<file path="src/design/mkd_pkg.sv">
`timescale 1ns / 1ps
// ----------------------------------------------------------------------------
// mkd_pkg
// shared types, register indexes and the morse tree rom for the key decoder
// ----------------------------------------------------------------------------
package mkd_pkg;

   // result kinds
   typedef enum logic [1:0] {
      EVT_DOT    = 2'd0,
      EVT_DASH   = 2'd1,
      EVT_LETTER = 2'd2
   } event_kind_type;

   // configuration register indexes
   localparam logic [1:0] CSR_DASH_MIN    = 2'd0;
   localparam logic [1:0] CSR_ELEMENT_GAP = 2'd1;
   localparam logic [1:0] CSR_LETTER_GAP  = 2'd2;

   // register reset values
   localparam logic [7:0] DASH_MIN_RST    = 8'd3;
   localparam logic [7:0] ELEMENT_GAP_RST = 8'd40;
   localparam logic [7:0] LETTER_GAP_RST  = 8'd80;

   // counter limits and tree layout
   localparam logic [7:0]        LOW_MAX    = 8'd255;
   localparam logic signed [8:0] PRESS_MAX  = 9'sd255;
   localparam logic signed [8:0] PRESS_IDLE = -9'sd1;
   localparam logic [4:0]        NODE_ROOT  = 5'd1;

   typedef struct packed {
      event_kind_type event_kind;
      logic [6:0]     letter_code;
      logic           letter_invalid;
   } result_type;

   // heap-indexed tree: root 1, left child 2n (dot), right child 2n+1 (dash)
   // zero marks a node that is not part of the alphabet
   function automatic logic [6:0] tree_rom(input logic [4:0] node);
      logic [6:0] ch;
      case (node)
         5'd1:    ch = 7'h20; // space
         5'd2:    ch = 7'h45; // E
         5'd3:    ch = 7'h54; // T
         5'd4:    ch = 7'h49; // I
         5'd5:    ch = 7'h41; // A
         5'd6:    ch = 7'h4E; // N
         5'd7:    ch = 7'h4D; // M
         5'd8:    ch = 7'h53; // S
         5'd9:    ch = 7'h55; // U
         5'd10:   ch = 7'h52; // R
         5'd11:   ch = 7'h57; // W
         5'd12:   ch = 7'h44; // D
         5'd13:   ch = 7'h4B; // K
         5'd14:   ch = 7'h47; // G
         5'd15:   ch = 7'h4F; // O
         5'd16:   ch = 7'h48; // H
         5'd17:   ch = 7'h56; // V
         5'd18:   ch = 7'h46; // F
         5'd20:   ch = 7'h4C; // L
         5'd22:   ch = 7'h50; // P
         5'd23:   ch = 7'h4A; // J
         5'd24:   ch = 7'h42; // B
         5'd25:   ch = 7'h58; // X
         5'd26:   ch = 7'h43; // C
         5'd27:   ch = 7'h59; // Y
         5'd28:   ch = 7'h5A; // Z
         5'd29:   ch = 7'h51; // Q
         default: ch = 7'h00;
      endcase
      return ch;
   endfunction

endpackage

</file>
<file path="src/design/morse_key_decoder_unit.sv">
`timescale 1ns / 1ps
// ----------------------------------------------------------------------------
// morse_key_decoder_unit
// decodes a sampled morse key into dot, dash and letter events
// ----------------------------------------------------------------------------
//
//  channel  direction  payload                                    handshake
//  req      in         key_level                                  req_valid / req_ready
//  rsp      out        event_kind, letter_code, letter_invalid    rsp_valid / rsp_ready
//  csr      in         index (0 dash min, 1 element gap, 2 letter gap), wdata
//
//  one key sample per cycle while req_ready is high; the counters and the
//  tree step are combinational and a result is registered at the edge that
//  takes the sample, in the output register or, while that one holds an
//  untaken result, in the one skid entry; req_ready drops only while both
//  hold a result, so one untaken result does not stall the input
//  synchronous active-high reset: counters idle, walk at the tree root,
//  registers back to 3 / 40 / 80; csr writes are always taken
//
module morse_key_decoder_unit (
   input  logic                        clock,
   input  logic                        reset,
   // key samples
   input  logic                        req_valid,
   output logic                        req_ready,
   input  logic                        req_key_level,
   // decoded events
   output logic                        rsp_valid,
   input  logic                        rsp_ready,
   output mkd_pkg::event_kind_type     rsp_event_kind,
   output logic [6:0]                  rsp_letter_code,
   output logic                        rsp_letter_invalid,
   // configuration writes
   input  logic                        csr_valid,
   output logic                        csr_ready,
   input  logic [1:0]                  csr_index,
   input  logic [7:0]                  csr_wdata
);
   import mkd_pkg::*;

   // configuration registers
   logic [7:0] dash_min_ff, element_gap_ff, letter_gap_ff;

   // decoder state
   logic signed [8:0] press_ff, press_in;
   logic [7:0]        low_ff, low_in;
   logic [4:0]        node_ff, node_in;
   logic              inval_ff, inval_in;

   // result staging: output register and skid entry
   logic       out_valid_ff, skid_valid_ff;
   result_type out_ff, skid_ff;

   // per-sample combinational results
   logic              accept, pop, has_result;
   result_type        result;
   logic signed [8:0] press_up;
   logic [7:0]        low_up;
   logic              counting, dash;
   logic [4:0]        step_node;
   logic              step_inval;

   assign csr_ready = 1'b1;
   assign req_ready = !skid_valid_ff;
   assign accept    = req_valid && req_ready;
   assign pop       = out_valid_ff && rsp_ready;

   always_ff @(posedge clock) begin
      if (reset) begin
         dash_min_ff    <= DASH_MIN_RST;
         element_gap_ff <= ELEMENT_GAP_RST;
         letter_gap_ff  <= LETTER_GAP_RST;
      end else if (csr_valid) begin
         case (csr_index)
            CSR_DASH_MIN:    dash_min_ff    <= csr_wdata;
            CSR_ELEMENT_GAP: element_gap_ff <= csr_wdata;
            CSR_LETTER_GAP:  letter_gap_ff  <= csr_wdata;
            default: ;
         endcase
      end
   end

   // one tree step: dot goes left, dash goes right; stepping off the
   // alphabet or below the fourth level freezes the walk and flags it
   always_comb begin
      step_node  = node_ff;
      step_inval = inval_ff;
      if (!inval_ff) begin
         if (node_ff[4]) begin
            step_inval = 1'b1;
         end else if (tree_rom({node_ff[3:0], dash}) == 7'h00) begin
            step_inval = 1'b1;
         end else begin
            step_node = {node_ff[3:0], dash};
         end
      end
   end

   always_comb begin
      // press count saturates at its top, low count too
      press_up = (press_ff != PRESS_MAX) ? press_ff + 9'sd1 : press_ff;
      low_up   = (low_ff != LOW_MAX) ? low_ff + 8'd1 : low_ff;
      // press count is 0..255 once a press has been seen
      dash     = ({1'b0, press_ff[7:0]} >= {1'b0, dash_min_ff}) || press_ff[8];
      counting = !req_key_level && !press_ff[8];

      press_in   = press_ff;
      low_in     = low_ff;
      node_in    = node_ff;
      inval_in   = inval_ff;
      has_result = 1'b0;
      result     = '{event_kind: EVT_DOT, letter_code: 7'h00, letter_invalid: 1'b0};

      if (req_key_level) begin
         press_in = press_up;
      end else if (counting) begin
         low_in = low_up;
         if (low_up >= letter_gap_ff) begin
            // letter gap: report the node and rearm at the root
            has_result = 1'b1;
            result     = '{event_kind: EVT_LETTER, letter_code: tree_rom(node_ff),
                           letter_invalid: inval_ff};
            node_in    = NODE_ROOT;
            inval_in   = 1'b0;
            press_in   = PRESS_IDLE;
            low_in     = '0;
         end else if (low_up >= element_gap_ff && press_ff != 9'sd0) begin
            // element gap after a press: decide dot or dash and step
            has_result = 1'b1;
            result     = '{event_kind: dash ? EVT_DASH : EVT_DOT,
                           letter_code: tree_rom(step_node),
                           letter_invalid: step_inval};
            node_in    = step_node;
            inval_in   = step_inval;
            press_in   = 9'sd0;
            low_in     = '0;
         end
      end
   end

   always_ff @(posedge clock) begin
      if (reset) begin
         press_ff <= PRESS_IDLE;
         low_ff   <= '0;
         node_ff  <= NODE_ROOT;
         inval_ff <= 1'b0;
      end else if (accept) begin
         press_ff <= press_in;
         low_ff   <= low_in;
         node_ff  <= node_in;
         inval_ff <= inval_in;
      end
   end

   // output staging; a new result lands in the output register when it is
   // free or being drained, otherwise in the skid entry
   always_ff @(posedge clock) begin
      if (reset) begin
         out_valid_ff  <= 1'b0;
         skid_valid_ff <= 1'b0;
      end else if (skid_valid_ff) begin
         if (pop) begin
            skid_valid_ff <= 1'b0;
         end
      end else if (accept && has_result) begin
         if (out_valid_ff && !pop) begin
            skid_valid_ff <= 1'b1;
         end else begin
            out_valid_ff <= 1'b1;
         end
      end else if (pop) begin
         out_valid_ff <= 1'b0;
      end
   end

   always_ff @(posedge clock) begin
      if (skid_valid_ff) begin
         if (pop) begin
            out_ff <= skid_ff;
         end
      end else if (accept && has_result) begin
         if (out_valid_ff && !pop) begin
            skid_ff <= result;
         end else begin
            out_ff <= result;
         end
      end
   end

   assign rsp_valid          = out_valid_ff;
   assign rsp_event_kind     = out_ff.event_kind;
   assign rsp_letter_code    = out_ff.letter_code;
   assign rsp_letter_invalid = out_ff.letter_invalid;

endmodule

</file>
<file path="config.mk">
export PLATFORM = sky130hd
export DESIGN_NAME = morse_key_decoder_unit
export DESIGN_NICKNAME = d
export VERILOG_FILES = /design/src/design/mkd_pkg.sv /design/src/design/morse_key_decoder_unit.sv
export SDC_FILE = /design/constraint.sdc
export NUM_CORES = 1
export LEC_CHECK = 0
export ABC_AREA = 1
export BUFFER_PORTS_ARGS = -buffer_cell sky130_fd_sc_hd__buf_2
export CAP_MARGIN = 40
export CORE_MARGIN = 2
export CORE_UTILIZATION = 50
export CTS_BUF_LIST = sky130_fd_sc_hd__clkbuf_4
export DETAILED_ROUTE_END_ITERATION = 7
export MAX_ROUTING_LAYER = met4
export PLACE_DENSITY = 0.67
export SLEW_MARGIN = 25
export SYNTH_ARGS = -nofsm -noshare
export SYNTH_HDL_FRONTEND = slang
export SYNTH_SLANG_ARGS = --single-unit
</file>
<file path="constraint.sdc">
create_clock -name clock -period 8.7 [get_ports clock]
set_clock_uncertainty 0.15 [all_clocks]
set_input_delay 0.87 -clock clock [delete_from_list [all_inputs] [get_ports clock]]
set_output_delay 0.87 -clock clock [all_outputs]
set_load 0.05 [all_outputs]
</file>
**After elaboration in Yosys (flattened, before gate mapping)**

Memories as Yosys holds them, arrays and structs flattened. A register that Yosys moved wholly into a read port is not among the register bits.
Index checks and enable logic that the tools add are counted.

- Flip-flop bits (word level): 69
- Bits in latches: 0
- Memory bits (writable): 0
- ROM bits: 672
- Input bits: 16
- Output and inout bits: 13
- Word-level logic and storage cells: 103
- Memories kept: 3

Memories:

| memory | words | width | rd ports | clocked after memory_dff | wr ports | RTL line | text |
|---|---|---|---|---|---|---|---|
| (name not given) | 32 | 7 | 1 | 1 | 0 | mkd_pkg.sv:41 | `case (node)` |
| (name not given) | 32 | 7 | 1 | 0 | 0 | mkd_pkg.sv:41 |  |
| (name not given) | 32 | 7 | 1 | 0 | 0 | mkd_pkg.sv:41 |  |

- $add $sub $neg: 2
- Multiply operators: 0
- Div/mod/pow operators: 0
- Magnitude comparators: 3
- Equal/unequal tests: 8
- Shift operators: 0
- Muxes and demuxes: 42
- Bitwise logic cells: 2
- Reductions and logical operators: 28

Operators by type and width:

| kind | number |
|---|---|
| $mux W10 | 7 |
| $mux W9 | 6 |
| $mux W5 | 7 |
| $ge A8 B8 Y1 | 3 |
| $mux W8 | 3 |
| $mux W1 | 17 |
| $mux W7 | 2 |
| $reduce_and A3 Y1 | 4 |
| $add A9 B2 Y9 const B | 1 |
| $ne A9 B9 Y1 const B | 1 |
| $reduce_bool A9 Y1 | 1 |
| $add A8 B1 Y8 const B | 1 |
| $ne A8 B8 Y1 const B | 1 |
| $reduce_and A4 Y1 | 2 |
| $reduce_bool A2 Y1 | 4 |
| $logic_not A7 Y1 | 1 |
| $logic_and A1 B1 Y1 | 6 |
| $reduce_and A2 Y1 | 3 |
| $logic_not A1 Y1 | 4 |
| $ne A2 B1 Y1 const B | 2 |
| $ne A2 B2 Y1 const B | 2 |
| $reduce_bool A3 Y1 | 1 |
| $eq A2 B1 Y1 const B | 1 |
| $eq A2 B2 Y1 const B | 1 |
| other kinds (3) | 4 |

**Depth between registers and ports, before layout**

An unclocked memory read counts as a cell.

- Word-level depth: 17
- Depth in mapped cells: 30
- Gate-level depth less buffers: 29

**Worst setup path after synthesis**

No wires, ideal clock.

- Path type: register -> register
- Start point: register low_ff[0]
- End point: register with a tool-made name
- Setup time: 0.120 ns
- Arrival time: 3.483 ns
- Data required time: 8.430 ns
- Setup slack: 4.947 ns
- Stages on the path, launching flop included: 21
- Path buffers: 0
- Clock period less this slack: 3.753 ns
- Cell sequence: dfxtp_1 ha_1 inv_1 nor4_1 nand3_1 nand3_1 xor2_1 ha_1 a21oi_1 o21a_1 nand2_1 nor2_4 nand2_1 nand2_1 nand2_1 o21ai_1 nand2_1 ha_1 or2_2 nand3_1 nand3_1

RTL lines:

| what | RTL line | text |
|---|---|---|
| start: declaration | morse_key_decoder_unit.sv:46 | `logic [7:0] low_ff, low_in;` |
| start signal: assignment | morse_key_decoder_unit.sv:149 | `low_ff <= low_in;` |

==> flow_summary.json <==
{
  "status": "complete, no violations",
  "rsz0062_at_grt": "no",
  "power.total_uw": 641,
  "drt_pass1_iterations": 5,
  "fillCellCount": 994,
  "syn_to_final_growth_pct": 6.71,
  "dp_hpwl_um": 8980,
  "drt_iter0_drc": 240,
  "cts-htree-levels": 3,
  "drive_gt1_share_pct": 11.9,
  "numCtsBuffers": 9,
  "grt-ovfl-total": 0,
  "p_leak_nw": 2.57,
  "ys_warn_count": 0,
  "gp_congestion": 0.920,
  "ys_types": 44,
  "ir_worst_vdd_v": 0.0000821,
  "final_cell_area_um2": 5430,
  "multiInputGateArea_um2": 2880,
  "grtUsageTotal_pct": 22.5,
  "synthTopCellsByArea": "dfxtp_1 (22%), nand2_1 (15%), ha_1 (13%)",
  "cp_max_fo": 8,
  "cp-start-kind": "flip-flop",
  "wl_per_cell_um": 13.4,
  "final_cell_count_no_fill": 873,
  "cp.required_ns": 8.85,
  "r2r.worst_path.cells": 22,
  "place_ws_ns": 4.22,
  "syn_inst": 712,
  "hold_viol": 0,
  "route.vias.total": 4531,
  "period_needed_ns": 4.58,
  "clockRootBuffer": "clkbuf_4",
  "syn_avg_cell_area_um2": 7.15,
  "cts_sinks": 76,
  "synth_ff_type": "dfxtp_1",
  "maxCapViolCount": 0,
  "synth.yosys.seq_area_share_pct": 33.8,
  "clk_latency_ns": 0.44,
  "setup_viol": 0,
  "drv_slew": 0,
  "cts.path.max_buffers": 2,
  "relSlewSlack_pct": 52.9,
  "fp-row-count": 36,
  "final.period_utilization_pct": 52.6,
  "postCtsSetupBuffers": 0,
  "drc_errors": 0,
  "drt-vias-per-instance": 5.19,
  "min_path_type": "reg -> reg",
  "critical_path_class": "reg -> reg",
  "dieArea_um2": 11000,
  "antenna_found_initial": 0,
  "synth_common_cells": "nand2_1 (208), inv_1 (95), dfxtp_1 (56), ha_1 (51), a21oi_1 (48)",
  "synthArstFlopShare_pct": 0,
  "max_freq_ghz": 0.219,
  "yosysTopAreaCellShare_pct": 22.0,
  "diodes": 0,
  "first_global_vias": 4141,
  "holdPathStages": 2,
  "synth_most_common_cell": "nand2_1",
  "holdBufCountCts": 0,
  "fin_util_pct": 55.3,
  "path_clk_slew_ns": 0.15,
  "grt_pass1_wl_um": 19600,
  "drtAntennaViolNets": 0,
  "cts_tree": "yes",
  "synth-edff-count": 20,
  "fp.coreArea_um2": 9820,
  "io_pins": 29,
  "syn_nets": 779,
  "die_w_um": 105,
  "place_inst": 856,
  "hold_ws_ns": 0.321,
  "fin_ws_ns": 4.12,
  "syn-cell-area_um2": 5090,
  "start_util_pct": 51.8,
  "die_y_um": 105,
  "fin_setup_tns_ns": 0,
  "placed_area_um2": 5300,
  "routed_wl_um": 11700,
  "grt_start_max_net_pins": 31,
  "synth-seq-cells": 76,
  "p_per_area_nw_per_um2": 118,
  "ctsResizeCount": 0,
  "port_buffers": 27,
  "worstPathArrival_ns": 4.73,
  "critPathCaptureType": "flip-flop",
  "nets": 802,
  "tightest_slew_ns": 0.700,
  "seq_area_um2": 1720,
  "synth_top_area_cell": "dfxtp_1"
}
placed cells by master (no fill, tap or decap), types with 8 or more instances in the layout:
master	instances
nand2_1	208
inv_1	95
dfxtp_1	56
ha_1	51
a21oi_1	48
nand3_1	47
nor2_1	36
o21ai_0	32
buf_2	27
nand2_2	20
edfxtp_1	20
nand4_1	11
o211ai_1	10
clkbuf_4	10
nor3_1	8
final cells by class:
class,instances,share of cell area (%)
well taps,133,3.06
repair buffers,29,2.76
inverters,102,7.14
multi-input cells,517,53.1
clock buffers,9,1.24
flip-flops and latches,76,31.7
clock inverters,7,1.04
worst max-delay path: stages, from the launching register on:
cell and delay (ns):
dfxtp_1 0.38, ha_1 0.17, inv_1 0.05, nor4_1 0.40, nand3_1 0.35, o21ai_0 0.48, ha_1 0.34, nand2_1 0.08
nand2_1 0.05, nand2_1 0.05, nand2_1 0.05, nand2_1 0.07, nand2_1 0.08, nor2_4 0.15, nand2_1 0.11, nand2_1 0.23
nand2_1 0.08, o21ai_1 0.13, nand2_1 0.25, ha_1 0.29, or2_2 0.31, nand3_1 0.07, nand3_1 0.11
power breakdown:
group	total, mW	leakage, nW	internal [mW]	switching, mW
Clock	0.202	0.0556	0.0613	0.140
Combinational	0.0648	1.90	0.0226	0.0423
Sequential	0.375	0.613	0.369	0.00548
sequential cells by signal, summed over array words and instances, names as in the netlist, named ones only:
name                cells
rsp_valid               1
low_ff                  8
rsp_event_kind          2
node_ff                 5
skid_valid_ff           1
rsp_letter_invalid      1
press_ff                9
letter_gap_ff           8
inval_ff                1
rsp_letter_code         7
dash_min_ff             8
skid_ff                10
element_gap_ff          8
final timing paths:
path / slack (ns) / startpoint / end
worst min-delay path: 0.32 / dash_min_ff[6] / dash_min_ff[6]
worst min register to register: 0.32 / dash_min_ff[6] / dash_min_ff[6]
worst max-delay path: 4.12 / low_ff[0] / flip-flop
worst max register to register: 4.12 / low_ff[0] / flip-flop
kinds of logic (layout without fill, tap and decap cells):
family | Yosys count | count (layout) | synth area share [%]
xor+xnor | 8 | 8 | 1.38
simple gates | 345 | 345 | 29.9
buf+inv | 119 | 147 | 9.56
other cells | 1 | 1 | 0.0737
fa+ha+maj | 51 | 51 | 12.5
flops | 76 | 76 | 33.8
compound gates | 112 | 112 | 12.8
metal layers:
metal  part of all wire (%)  up-vias  global-route usage, %  wire, um
met5                      0        -                      -         0
met4                    1.2        0                   6.00       136
met1                     50     2081                   30.5      5830
met2                     45       87                   35.0      5300
li1                       -     2349                      -         -
met3                    3.8       14                   3.62       442
Note: power is estimated with default switching activity, not from simulation.
